## config.mk

```make
export PLATFORM = sky130hd
export DESIGN_NAME = banked_memory_mapper_128k_flat
export DESIGN_NICKNAME = d
export VERILOG_FILES = /design/src/sv/bmm_pkg.sv /design/src/sv/bmm_req_if.sv /design/src/sv/bmm_rsp_if.sv /design/src/sv/bmm_map.sv /design/src/sv/banked_memory_mapper_128k.sv /design/src/flat_wrapper.sv
export VERILOG_INCLUDE_DIRS = /design/src /design/src/sv
export SDC_FILE = /design/constraint.sdc
export NUM_CORES = 1
export LEC_CHECK = 0
export CORE_MARGIN = 2
export CORE_UTILIZATION = 50
export CTS_BUF_LIST = sky130_fd_sc_hd__clkbuf_8
export DETAILED_ROUTE_END_ITERATION = 10
export DONT_BUFFER_PORTS = 1
export SYNTH_ARGS = -nofsm -noshare
export SYNTH_HDL_FRONTEND = slang
export SYNTH_SLANG_ARGS = --single-unit
export TNS_END_PERCENT = 20
```

## constraint.sdc

```tcl
create_clock -name clk -period 3.05 [get_ports clk]
set_input_delay 0 -clock clk [delete_from_list [all_inputs] [get_ports clk]]
set_output_delay 0 -clock clk [all_outputs]
set_load 0.01 [all_outputs]
```

## src/sv/assert_macros.svh

```systemverilog
// ---------------------------------------------------------------------------
// Assertion macros
// Shared concurrent assertion wrappers for the paging unit.
// ---------------------------------------------------------------------------
`ifndef ASSERT_MACROS_SVH
`define ASSERT_MACROS_SVH

// Property checked every clock, quiet during reset.
`define ASSERT_CLK(label, prop, msg) \
    label: assert property (@(posedge clk) disable iff (!rst_n) (prop)) else $error(msg);

// Antecedent holds now, consequent must hold in the next cycle.
`define ASSERT_NEXT(label, ante, cons, msg) \
    label: assert property (@(posedge clk) disable iff (!rst_n) (ante) |=> (cons)) \
        else $error(msg);

`endif

```

## src/sv/bmm_pkg.sv

```systemverilog
// ---------------------------------------------------------------------------
// Paging unit package
// Word types, action codes and decode constants of the 128K memory mapper.
// ---------------------------------------------------------------------------
package bmm_pkg;

    // action codes
    localparam logic [1:0] ACT_READ   = 2'd0;
    localparam logic [1:0] ACT_WRITE  = 2'd1;
    localparam logic [1:0] ACT_PORT   = 2'd2;
    localparam logic [1:0] ACT_SCREEN = 2'd3;

    // CPU slot numbers (address[15:14])
    localparam logic [1:0] SLOT_ROM   = 2'd0;
    localparam logic [1:0] SLOT_FIXED = 2'd1;
    localparam logic [1:0] SLOT_MID   = 2'd2;
    localparam logic [1:0] SLOT_PAGED = 2'd3;

    localparam logic [2:0] BANK_SLOT1     = 3'd5;
    localparam logic [2:0] BANK_SLOT2     = 3'd2;
    localparam logic [2:0] BANK_SCREEN_LO = 3'd5;
    localparam logic [2:0] BANK_SCREEN_HI = 3'd7;

    localparam logic [15:0] PORT_MASK   = 16'hc002;
    localparam logic [15:0] PORT_MATCH  = 16'h4000;
    localparam logic [13:0] PIXEL_LIMIT = 14'h1b00;

    // paging byte layout
    localparam int DATA_SCREEN_BIT = 3;
    localparam int DATA_ROM_BIT    = 4;
    localparam int DATA_LOCK_BIT   = 5;

    typedef struct packed {
        logic [1:0]  action;
        logic [15:0] address;
        logic [15:0] port;
        logic [7:0]  data;
    } req_word_t;

    typedef struct packed {
        logic        to_rom;
        logic [2:0]  bank;
        logic [13:0] offset;
        logic        write_enable;
        logic        pixel_dirty;
        logic        refresh_all;
        logic        paging_taken;
    } rsp_word_t;

    typedef struct packed {
        logic [2:0] ram_page;
        logic [1:0] rom_select;
        logic       screen_is_seven;
        logic       paging_locked;
    } page_state_t;

endpackage

```

## src/sv/bmm_req_if.sv

```systemverilog
// ---------------------------------------------------------------------------
// Request channel
// Valid/ready channel carrying one access word into the mapper.
// ---------------------------------------------------------------------------
interface bmm_req_if;
    logic                valid;
    logic                ready;
    bmm_pkg::req_word_t  word;

    modport source (output valid, output word, input ready);
    modport sink   (input valid, input word, output ready);
endinterface

```

## src/sv/bmm_rsp_if.sv

```systemverilog
// ---------------------------------------------------------------------------
// Response channel
// Valid/ready channel carrying one mapping result out of the mapper.
// ---------------------------------------------------------------------------
interface bmm_rsp_if;
    logic                valid;
    logic                ready;
    bmm_pkg::rsp_word_t  word;

    modport source (output valid, output word, input ready);
    modport sink   (input valid, input word, output ready);
endinterface

```

## src/sv/bmm_map.sv

```systemverilog
// ---------------------------------------------------------------------------
// Address mapper
// Maps one access word to bank/offset and computes the paging state update.
// ---------------------------------------------------------------------------
module bmm_map (
    input  bmm_pkg::req_word_t   item,
    input  bmm_pkg::page_state_t state,
    output bmm_pkg::rsp_word_t   result,
    output bmm_pkg::page_state_t state_next
);

    logic [2:0] shown_bank;
    logic [2:0] mem_bank;
    logic       mem_rom;
    logic       port_hit;

    assign shown_bank = state.screen_is_seven ? bmm_pkg::BANK_SCREEN_HI
                                              : bmm_pkg::BANK_SCREEN_LO;
    assign port_hit   = ((item.port & bmm_pkg::PORT_MASK) == bmm_pkg::PORT_MATCH)
                        && !state.paging_locked;

    always_comb
    begin
        mem_rom = 1'b0;
        unique case (item.address[15:14])
            bmm_pkg::SLOT_ROM:
            begin
                mem_rom  = 1'b1;
                mem_bank = {1'b0, state.rom_select};
            end
            bmm_pkg::SLOT_FIXED: mem_bank = bmm_pkg::BANK_SLOT1;
            bmm_pkg::SLOT_MID:   mem_bank = bmm_pkg::BANK_SLOT2;
            default:             mem_bank = state.ram_page;
        endcase
    end

    always_comb
    begin
        result     = '0;
        state_next = state;
        unique case (item.action)
            bmm_pkg::ACT_READ, bmm_pkg::ACT_WRITE:
            begin
                result.to_rom = mem_rom;
                result.bank   = mem_bank;
                result.offset = item.address[13:0];
                if (item.action == bmm_pkg::ACT_WRITE && !mem_rom)
                begin
                    result.write_enable = 1'b1;
                    result.pixel_dirty  = (mem_bank == shown_bank)
                                          && (item.address[13:0] < bmm_pkg::PIXEL_LIMIT);
                end
            end
            bmm_pkg::ACT_PORT:
            begin
                if (port_hit)
                begin
                    state_next.ram_page        = item.data[2:0];
                    state_next.screen_is_seven = item.data[bmm_pkg::DATA_SCREEN_BIT];
                    // rom bit 1 is kept, only bit 0 is loaded
                    state_next.rom_select      = {state.rom_select[1],
                                                  item.data[bmm_pkg::DATA_ROM_BIT]};
                    state_next.paging_locked   = item.data[bmm_pkg::DATA_LOCK_BIT];
                    result.paging_taken        = 1'b1;
                    result.refresh_all         = item.data[bmm_pkg::DATA_SCREEN_BIT]
                                                 ^ state.screen_is_seven;
                end
            end
            default:
            begin
                result.bank   = shown_bank;
                result.offset = item.address[13:0];
            end
        endcase
    end

endmodule

```

## src/sv/banked_memory_mapper_128k.sv

```systemverilog
// ---------------------------------------------------------------------------
// 128K banked memory mapper
// Paging register and address decode for a banked 128K home computer.
// ---------------------------------------------------------------------------
// Usage:
//   req carries one access word: memory read, memory write, port write or
//   screen fetch. rsp returns exactly one result word per request, in order.
//   A request word is registered on acceptance, mapped by one stage of
//   decode logic and lands in the output register: the result is valid on
//   rsp once the word is in the output register and can leave at the next edge.
//   Throughput is one word per cycle while rsp does not stall; the paging
//   register is updated as the word moves into the output register, so the
//   next word sees the new page. When rsp stalls, the output register holds
//   its word, the input register fills and req.ready drops only once both
//   are occupied. Reset clears the page, ROM select, screen select and lock
//   bit (screen bank 5 shown, unlocked) and empties both registers.
//   The lock bit, once set by a paging write, is cleared only by reset.
// ---------------------------------------------------------------------------
`include "assert_macros.svh"

module banked_memory_mapper_128k (
    input  logic          clk,
    input  logic          rst_n,
    bmm_req_if.sink       req,
    bmm_rsp_if.source     rsp
);

    logic                  in_valid_reg;
    logic                  in_valid_next;
    bmm_pkg::req_word_t    in_word_reg;
    logic                  out_valid_reg;
    logic                  out_valid_next;
    bmm_pkg::rsp_word_t    out_word_reg;
    bmm_pkg::rsp_word_t    out_word_next;
    bmm_pkg::page_state_t  state_reg;
    bmm_pkg::page_state_t  map_state;
    bmm_pkg::page_state_t  state_next;
    logic                  advance;
    logic                  in_take;

    assign advance   = in_valid_reg && (!out_valid_reg || rsp.ready);
    assign req.ready = !in_valid_reg || advance;
    assign in_take   = req.valid && req.ready;

    bmm_map u_map (
        .item       (in_word_reg),
        .state      (state_reg),
        .result     (out_word_next),
        .state_next (map_state)
    );

    always_comb
    begin
        in_valid_next = in_take || (in_valid_reg && !advance);
        if (advance)
            out_valid_next = 1'b1;
        else if (rsp.ready)
            out_valid_next = 1'b0;
        else
            out_valid_next = out_valid_reg;
        state_next = advance ? map_state : state_reg;
    end

    always_ff @(posedge clk or negedge rst_n)
    begin
        if (!rst_n)
        begin
            in_valid_reg  <= 1'b0;
            out_valid_reg <= 1'b0;
            state_reg     <= '0;
        end
        else
        begin
            in_valid_reg  <= in_valid_next;
            out_valid_reg <= out_valid_next;
            state_reg     <= state_next;
        end
    end

    always_ff @(posedge clk)
    begin
        if (in_take)
            in_word_reg <= req.word;
        if (advance)
            out_word_reg <= out_word_next;
    end

    assign rsp.valid = out_valid_reg;
    assign rsp.word  = out_word_reg;

    `ASSERT_CLK(a_we_not_rom,
        !out_valid_reg || !(out_word_reg.write_enable && out_word_reg.to_rom),
        "RAM write flagged on a ROM access")
    `ASSERT_CLK(a_dirty_needs_we,
        !out_valid_reg || !out_word_reg.pixel_dirty || out_word_reg.write_enable,
        "dirty pixel without a RAM write")
    `ASSERT_CLK(a_refresh_needs_take,
        !out_valid_reg || !out_word_reg.refresh_all || out_word_reg.paging_taken,
        "refresh without an accepted paging write")
    `ASSERT_NEXT(a_lock_holds, state_reg.paging_locked, $stable(state_reg),
        "paging state changed while locked")
    `ASSERT_CLK(a_rom_hi_zero, !state_reg.rom_select[1], "ROM select bit 1 set")

endmodule

```

## src/flat_wrapper.sv

```systemverilog
// flat-port wrapper written by rule: the top's interface ports become plain ports
module banked_memory_mapper_128k_flat 
  (clk, rst_n, req_valid, req_word, req_ready, rsp_valid, rsp_word, rsp_ready);
  bmm_req_if req_i ();
  bmm_rsp_if rsp_i ();
  input  logic clk;
  input  logic rst_n;
  input wire logic [$bits(req_i.valid)-1:0] req_valid;
  input wire logic [$bits(req_i.word)-1:0] req_word;
  output wire logic [$bits(req_i.ready)-1:0] req_ready;
  output wire logic [$bits(rsp_i.valid)-1:0] rsp_valid;
  output wire logic [$bits(rsp_i.word)-1:0] rsp_word;
  input wire logic [$bits(rsp_i.ready)-1:0] rsp_ready;
  assign req_i.valid = req_valid;
  assign req_i.word = req_word;
  assign req_ready = req_i.ready;
  assign rsp_valid = rsp_i.valid;
  assign rsp_word = rsp_i.word;
  assign rsp_i.ready = rsp_ready;
  banked_memory_mapper_128k u_core (.clk(clk), .rst_n(rst_n), .req(req_i), .rsp(rsp_i));
endmodule
```

# Yosys cells after proc, flatten, opt, wreduce, memory -nomap -nowiden
# Cells that the tools add are included.
[classes] order_cmp=1 bitwise=1 n_reduce_logical=21 muxes=8 eq_ne=6
[ops] operator="17-bit case mux with 2 select lines" count=1
[ops] operator="14-bit by 13-bit < comparator with 1-bit output (second input constant)" count=1
[ops] operator="3-bit case mux with 3 select lines" count=1
[ops] operator="1-bit logical AND" count=6
[ops] operator="1-bit zero test" count=5
[ops] operator="2-bit by 1-bit equality test with 1-bit output (second input constant)" count=2
[ops] operator="2-bit equality test (second input constant)" count=2
[ops] operator="2-bit zero test" count=2
[ops] operator="1-bit 2-to-1 mux" count=4
[ops] operator="2-bit 2-to-1 mux" count=2
[ops] operator="2-bit AND reduction" count=2
[ops] operator="3-bit by 2-bit equality test with 1-bit output (second input constant)" count=1
[ops] operator="3-bit equality test" count=1
[ops] operator="1-bit logical OR" count=3
[ops] operator="3-bit AND reduction" count=1
[ops] operator="2-bit nonzero test" count=1
[ops] operator="2-bit OR reduction" count=1
[ops] operator="1-bit XOR" count=1
[totals] out_inout_bits=24 reg_bits=70 word_cells=54 inputBits=46

# Logic depth before layout (Yosys ltp)
# Gate-level depths: netlist (run 1).
[logic_depth] depth_word=6 depth_mapped=4

# Modules after synthesis
# Synthesis (run 1) repeated with hierarchy kept, for this count alone.
[hier_totals] hier_cells=137 area_unflattened_um2=2645.0
[modules_own_cells] module="banked_memory_mapper_128k" area_each_um2=2308.5 n_inst=1 cells_per_inst=87 seq_area_each_um2=2147.1
[modules_own_cells] module="bmm_map" area_each_um2=336.6 n_inst=1 cells_per_inst=50 seq_area_each_um2=0.0

# Worst setup path before layout (run 1)
# Ideal clock, no wire load.
[synth_timing] path_type="reg-to-reg" start="reg u_core.out_valid_reg, in the netlist u_core.rsp.valid" end="reg u_core.state_reg[1] (netlist name)" arrival_ps=1648 path_buffers=0 stages_incl_launch_ff=5 setup_slack_ps=1277 period_less_slack_ps=1773 setup_ps=125 path_cell_list="dfrtp_1 nand2b_1 and2_1 nand2_4 mux2_4"
[synth_between] elab_chain_len=4
[synth_rtl] item="start, declared" line_no="banked_memory_mapper_128k.sv:31" text="logic out_valid_reg;"
[synth_rtl] item="start signal, assigned" line_no="banked_memory_mapper_128k.sv:75" text="out_valid_reg <= out_valid_next;"
[synth_rtl] item="1-bit zero test" line_no="banked_memory_mapper_128k.sv:41" text="assign advance = in_valid_reg && (!out_valid_reg || rsp.ready);"
[synth_rtl] item="1-bit logical OR" line_no="banked_memory_mapper_128k.sv:41"
[synth_rtl] item="1-bit logical AND" line_no="banked_memory_mapper_128k.sv:41"
[synth_rtl] item="via u_core.advance" line_no="banked_memory_mapper_128k.sv:38" text="logic advance;"
[synth_rtl] item="3-bit AND reduction (no line)"
[synth_rtl] item="end signal, assigned" line_no="banked_memory_mapper_128k.sv:76" text="state_reg <= state_next;"
[synth_rtl] item="end, declared" line_no="banked_memory_mapper_128k.sv:35" text="bmm_pkg::page_state_t state_reg;"
# The timed path passes the listed nets, and every way through them passes these cells.
# A chain may end at the register's enable or synchronous reset.

# Worst setup path in the final report (run 1)
[layout_timing] start="reg u_core.out_valid_reg, in the netlist u_core.rsp.valid" end="reg u_core.out_word_reg, in the netlist u_core.rsp.word[7], enable pin"
[layout_between] elab_chain_len=3
[layout_rtl] item="1-bit zero test" line_no="banked_memory_mapper_128k.sv:41"
[layout_rtl] item="1-bit logical OR" line_no="banked_memory_mapper_128k.sv:41"
[layout_rtl] item="1-bit logical AND" line_no="banked_memory_mapper_128k.sv:41"
[layout_rtl] item="via u_core.advance" line_no="banked_memory_mapper_128k.sv:38"
[layout_rtl] item="end signal, assigned" line_no="banked_memory_mapper_128k.sv:85" text="out_word_reg <= out_word_next;"
[layout_rtl] item="end, declared" line_no="banked_memory_mapper_128k.sv:33" text="bmm_pkg::rsp_word_t out_word_reg;"
# The timed path passes the listed nets, and every way through them passes these cells.

==> flow_summary.ini, run 1 <==
[logic_synthesis]
yosys_register_bits = 57
synth_edf_count = 49
synth_area_um2 = 2067
synthesis.nets = 157
syn_inst = 111
yosys_warnings = 0
synth_seq_area_share_pct = 80.87
async_flop_share_pct = 14.04
synth_flop_cell = edfxtp_1
synth_cell_types = 25
syn_area_per_cell_um2 = 18.62

[setup_path]
crit_fanout = 13
worstSetupEndpointType = register
cp.required_ns = 3.07
startpoint_type = register
arrival_ns = 1.73
path_class = reg2reg

[placement]
placed_area_um2 = 2141
port_buffers = 0
gp_congestion = 0.6853
placedCellCount = 162

[sta]
finalCriticalPeriod_ns = 1.709
setup_viol = 0
finalCritPeriodShare_pct = 56.04
fin_skew_ns = 0.005128
worstMarginPinSlew_ns = 0.6476
hold_slack_ns = 0.03036
slew_viol_final = 0
tns_ns = 0
max-slew-margin-rel_pct = 56.83
fmax_mhz = 585.1
rsz0062_at_grt = false
finalHoldViolCount = 0

[power_and_ir_drop]
ir_worst_vdd_mv = 0.4045
power.total_w = 0.001680
leakagePower_nw = 1.004
p_per_area_nw_per_um2 = 640.8

[global_routing]
grt_pass1_vias = 1162
top_usage_layer = met2
antenna_found_initial = 0
gr-usage-met1_pct = 16.69
grt_usage_pct = 16.93
grt-ovfl-total = 0
grt_start_max_net_pins = 28
met2_usage_pct = 27.31
grtUsageMet3_pct = 10.20
grt_pass1_wl_um = 5168

[floorplan]
num_rows = 23
die_area_um2 = 4664
initial_core_util_pct = 51.67
die_h_um = 68.30
core_um2 = 4000
ioPinCount = 70
die_x_um = 68.30

[clock_network]
cts_sinks = 57
path_clk_slew_ns = 0.06
cts_inserted_buffers = 9
htreeDepth = 3
cts_setup_buffers = 0
cts_resized = 0
clock_latency_ns = 0.33
cts_buffer_depth = 2
cts_tree = done
clockRootBuffer = clkbuf_8

[drt]
drt_wl_total_um = 3173
ant_nets = 0
wl_per_cell_um = 15.18
vias = 1036
vias_per_cell = 4.957
route.detailed.drc = 0
drt-initial-drc-count = 46
dr.pass1.iters = 4

[layout]
mostFrequentLayoutCells = edfxtp_1, dlygate4sd3_1, and2_1, clkbuf_8
layout_commonest_cell = edfxtp_1
diodes = 0
final_layout_size_suffix_gt1_share_pct = 16.98
largest_reg_flops = 27
fin_area_um2 = 2621
synthToLayoutAreaGrowth_pct = 26.82
final_cells = 209
layout.nets = 200
fill_cells = 285

[run]
maxCapViolations = 0

[worst_hold_path]
hp-class = in2async

[outcome]
status = finished, final reports clean
-- power by group --
part	total (W)	internal (W)	switching, W
clock network	0.000580	0.000324	0.000256
registers	0.000976	0.000929	0.0000466
logic	0.000125	0.0000718	0.0000528
total	0.00168	0.00132	0.000355
-- final cells by class --
| type | instances | area (µm²) | area share, % |
|---|---|---|---|
| multi-input cells | 50 | 380.4 | 14.51 |
| inverters | 3 | 11.26 | 0.4296 |
| well taps | 50 | 62.56 | 2.387 |
| clock buffers | 11 | 151.4 | 5.776 |
| flip-flops and latches | 57 | 1672 | 63.77 |
| clock inverters | 5 | 18.77 | 0.7160 |
| repair buffers | 33 | 325.3 | 12.41 |
-- per-layer routing --
metal | share of wire (%) | routed length [µm]
met1 | 36 | 1152
met5 | 0 | 0
met4 | 1.1 | 36
met2 | 55 | 1744
met3 | 7.5 | 239
-- path summary, 6_finish.rpt --
path	startpoint	to	slack, ns	depth (start not counted)
min in group clk	rsp_ready	req_ready	0.17	1
setup / recovery	u_core.rsp.valid	u_core.rsp.word[7]	1.34	3
hold reg to reg	u_core.in_word_reg[2]	u_core.state_reg[6]	0.48	1
max in group asynchronous	rst_n	u_core.rsp.valid	2.74	1
hold / removal	rst_n	u_core.state_reg[0]	0.03	1
setup reg to reg	u_core.rsp.valid	u_core.rsp.word[7]	1.34	3
-- stage by stage --
step | worst slack (ns) | utilization [%]
finish | 1.341 | 65.53
detailed placement | 1.330 | 53.52
CTS | 1.329 | 65.53
floorplan | 1.277 | -
global placement | 1.364 | 53.52
global route | 1.221 | 65.53
-- synth_stat cells, types with 2 or more instances --
library cell / instances / area share, %
edfxtp_1: 49 / 71
and2_1: 12 / 3.6
dfrtp_1: 8 / 9.7
and2_2: 5 / 1.8
mux2_4: 5 / 3.6
o21ai_0: 5 / 1.2
nand2b_1: 4 / 1.2
inv_1: 3 / 0.54
nand2_1: 3 / 0.54
a21oi_1: 2 / 0.48
-- logic make-up (layout without fill, tap and decap cells) --
kind of cell    Yosys count  after routing  share of synthesized area [%]
simple gates             33             33                          11.08
mux                       5              5                          3.632
compound gates           10             10                          2.845
flops                    57             57                          80.87
xor+xnor                  2              2                         0.8476
buf+inv                   4             52                         0.7262
-- critical path, cell delays in order, from the launching register on --
cell	delay (ns)
dfrtp_1	0.43
nand2b_1	0.11
and2_1	0.55
buf_4	0.32
-- repair_timing --
| action | in CTS | in global routing |
|---|---|---|
| hold endpoints to repair | 37 | 0 |
| setup endpoints to repair | 0 | 0 |
| hold buffers | 31 | 0 |
Power figures use the tool's default switching activity.
==> inputs of run 2 (changes only) <==
==> constraint.sdc (replaced) <==
create_clock -name clk -period 1.7 [get_ports clk]
set_input_delay 0 -clock clk [delete_from_list [all_inputs] [get_ports clk]]
set_output_delay 0 -clock clk [all_outputs]
set_load 0.01 [all_outputs]
==> flow_summary.ini, run 2 (same netlist as run 1, synthesis figures left out) <==
[layout]
synthToLayoutAreaGrowth_pct = 26.63
layout_commonest_cell = edfxtp_1
final_cells = 210
mostFrequentLayoutCells = edfxtp_1, dlygate4sd3_1, and2_1, clkbuf_8, dfrtp_1
layout.nets = 203
final_layout_size_suffix_gt1_share_pct = 18.13
largest_reg_flops = 27
diodes = 0

[setup_path]
startpoint_type = register
crit_path_start = u_core.in_word_reg[40]
path_delay_family = simple AND/OR/NAND/NOR gates
path_class = reg2reg
cp.required_ns = 1.90
crit_fanout = 5
arrival_ns = 1.74
cp_cell_sequence = nand2b_4 -> nor4_4 -> nand2_4 -> mux2_4
critPathBufInv = 0
critPathSlowestCell = edfxtp_1
slowest_delay_ns = 0.44
reg2reg_from = u_core.in_word_reg[40]
worstSetupEndpointType = register

[clock_network]
hold_buffers = 31
clock_latency_ns = 0.32
path_clk_slew_ns = 0.06
clockRootBuffer = clkbuf_8
htreeDepth = 3
cts_sinks = 57
cts_inserted_buffers = 9
cts_tree = done
cts_setup_buffers = 0
cts_resized = 0
cts_buffer_depth = 2

[global_routing]
antenna_found_initial = 0
grt_usage_pct = 16.21
grt-ovfl-total = 0
grt_pass1_vias = 1035
grt_pass1_wl_um = 4864
grt_start_max_net_pins = 19

[drt]
ant_nets = 0
wl_per_cell_um = 15.04
vias = 1038
drt-initial-drc-count = 79
drt_wl_total_um = 3158
vias_per_cell = 4.943
route.detailed.drc = 0
dr.pass1.iters = 5

[placement]
gp_congestion = 0.7697
placedCellCount = 165
port_buffers = 0
dpl.hpwl_um = 2016
dpl_worst_slack_ns = 0.1654

[run]
maxCapViolations = 0

[power_and_ir_drop]
p_per_area_nw_per_um2 = 1111
leakagePower_nw = 0.9975
p_sw_w = 0.0006201
ir_worst_vdd_mv = 0.7064
clkPwrFrac_pct = 31.7
p_sw_share_pct = 21.33
seqPwrFrac_pct = 60.2
p_int_w = 0.002287
power_frac_comb_pct = 8.0

[floorplan]
num_rows = 23
die_area_um2 = 4664
initial_core_util_pct = 51.67
die_x_um = 68.30
die_h_um = 68.30
ioPinCount = 70
core_um2 = 4000

[outcome]
status = finished, final reports clean

[sta]
slew_viol_final = 0
max-slew-margin-rel_pct = 74.02
finalCritPeriodShare_pct = 90.58
setup_viol = 0
rsz0062_at_grt = false
fmax_mhz = 649.4
finalHoldViolCount = 0
tns_ns = 0
fin_ws_ns = 0.1602
worstMarginPinSlew_ns = 0.3884
finalCriticalPeriod_ns = 1.540
fin_skew_ns = 0.008439

[worst_hold_path]
hp-class = in2async
run 2: changes by cell type in the layout (fill, tap and decap cells not counted), sizes merged:
cell / change
clkinv: +2
clkbuf: -2
buf: +3
inv: -2
run 2: cell type report:
class | count | area, µm²
timing repair buffer | 36 | 347.8
clock inverter | 5 | 18.77
multi-input combinational | 50 | 381.6
sequential | 57 | 1672
clock buffer | 9 | 123.9
tap | 50 | 62.56
inverter | 3 | 11.26
fill | 288 | 1383
run 2: layer usage:
layer,routed length (µm),vias to the layer above,GRT usage [%]
met5,0,-,0
met4,48,0,10.50
met1,1272,488,17.66
met2,1652,44,25.36
met3,184,6,7.566
li1,-,500,-
run 2: final timing paths:
check                                          to  slack [ns]  cells past startpoint
setup / recovery              u_core.state_reg[2]        0.16                      4
hold / removal                u_core.state_reg[6]        0.03                      1
setup reg to reg              u_core.state_reg[2]        0.16                      4
hold reg to reg               u_core.state_reg[4]        0.47                      1
max in group asynchronous     u_core.in_valid_reg        1.38                      1
min in group clk           u_core.in_word_reg[38]        0.13                      2
run 2: per-stage QoR:
stage | hold slack, ns | utilization [%] | area [µm²] | power (W)
after floorplan | -0.2956 | - | 2068 | 0.001894
after global placement | -0.2954 | 54.11 | 2165 | 0.001944
after detailed placement | -0.2955 | 54.11 | 2165 | 0.001955
after CTS | 0.02575 | 65.44 | 2618 | 0.002945
after global routing | 0.05140 | 65.44 | 2618 | 0.003039
final | 0.03483 | 65.44 | 2618 | 0.002907
run 2: power by group through the flow:
stage               Clock (W)  Sequential (W)  Combinational [W]
finish               0.000923         0.00175           0.000233
global route          0.00102         0.00177           0.000258
CTS                  0.000957         0.00175           0.000235
detailed placement          0         0.00178           0.000174
global placement            0         0.00178           0.000168
floorplan                   0         0.00176           0.000134
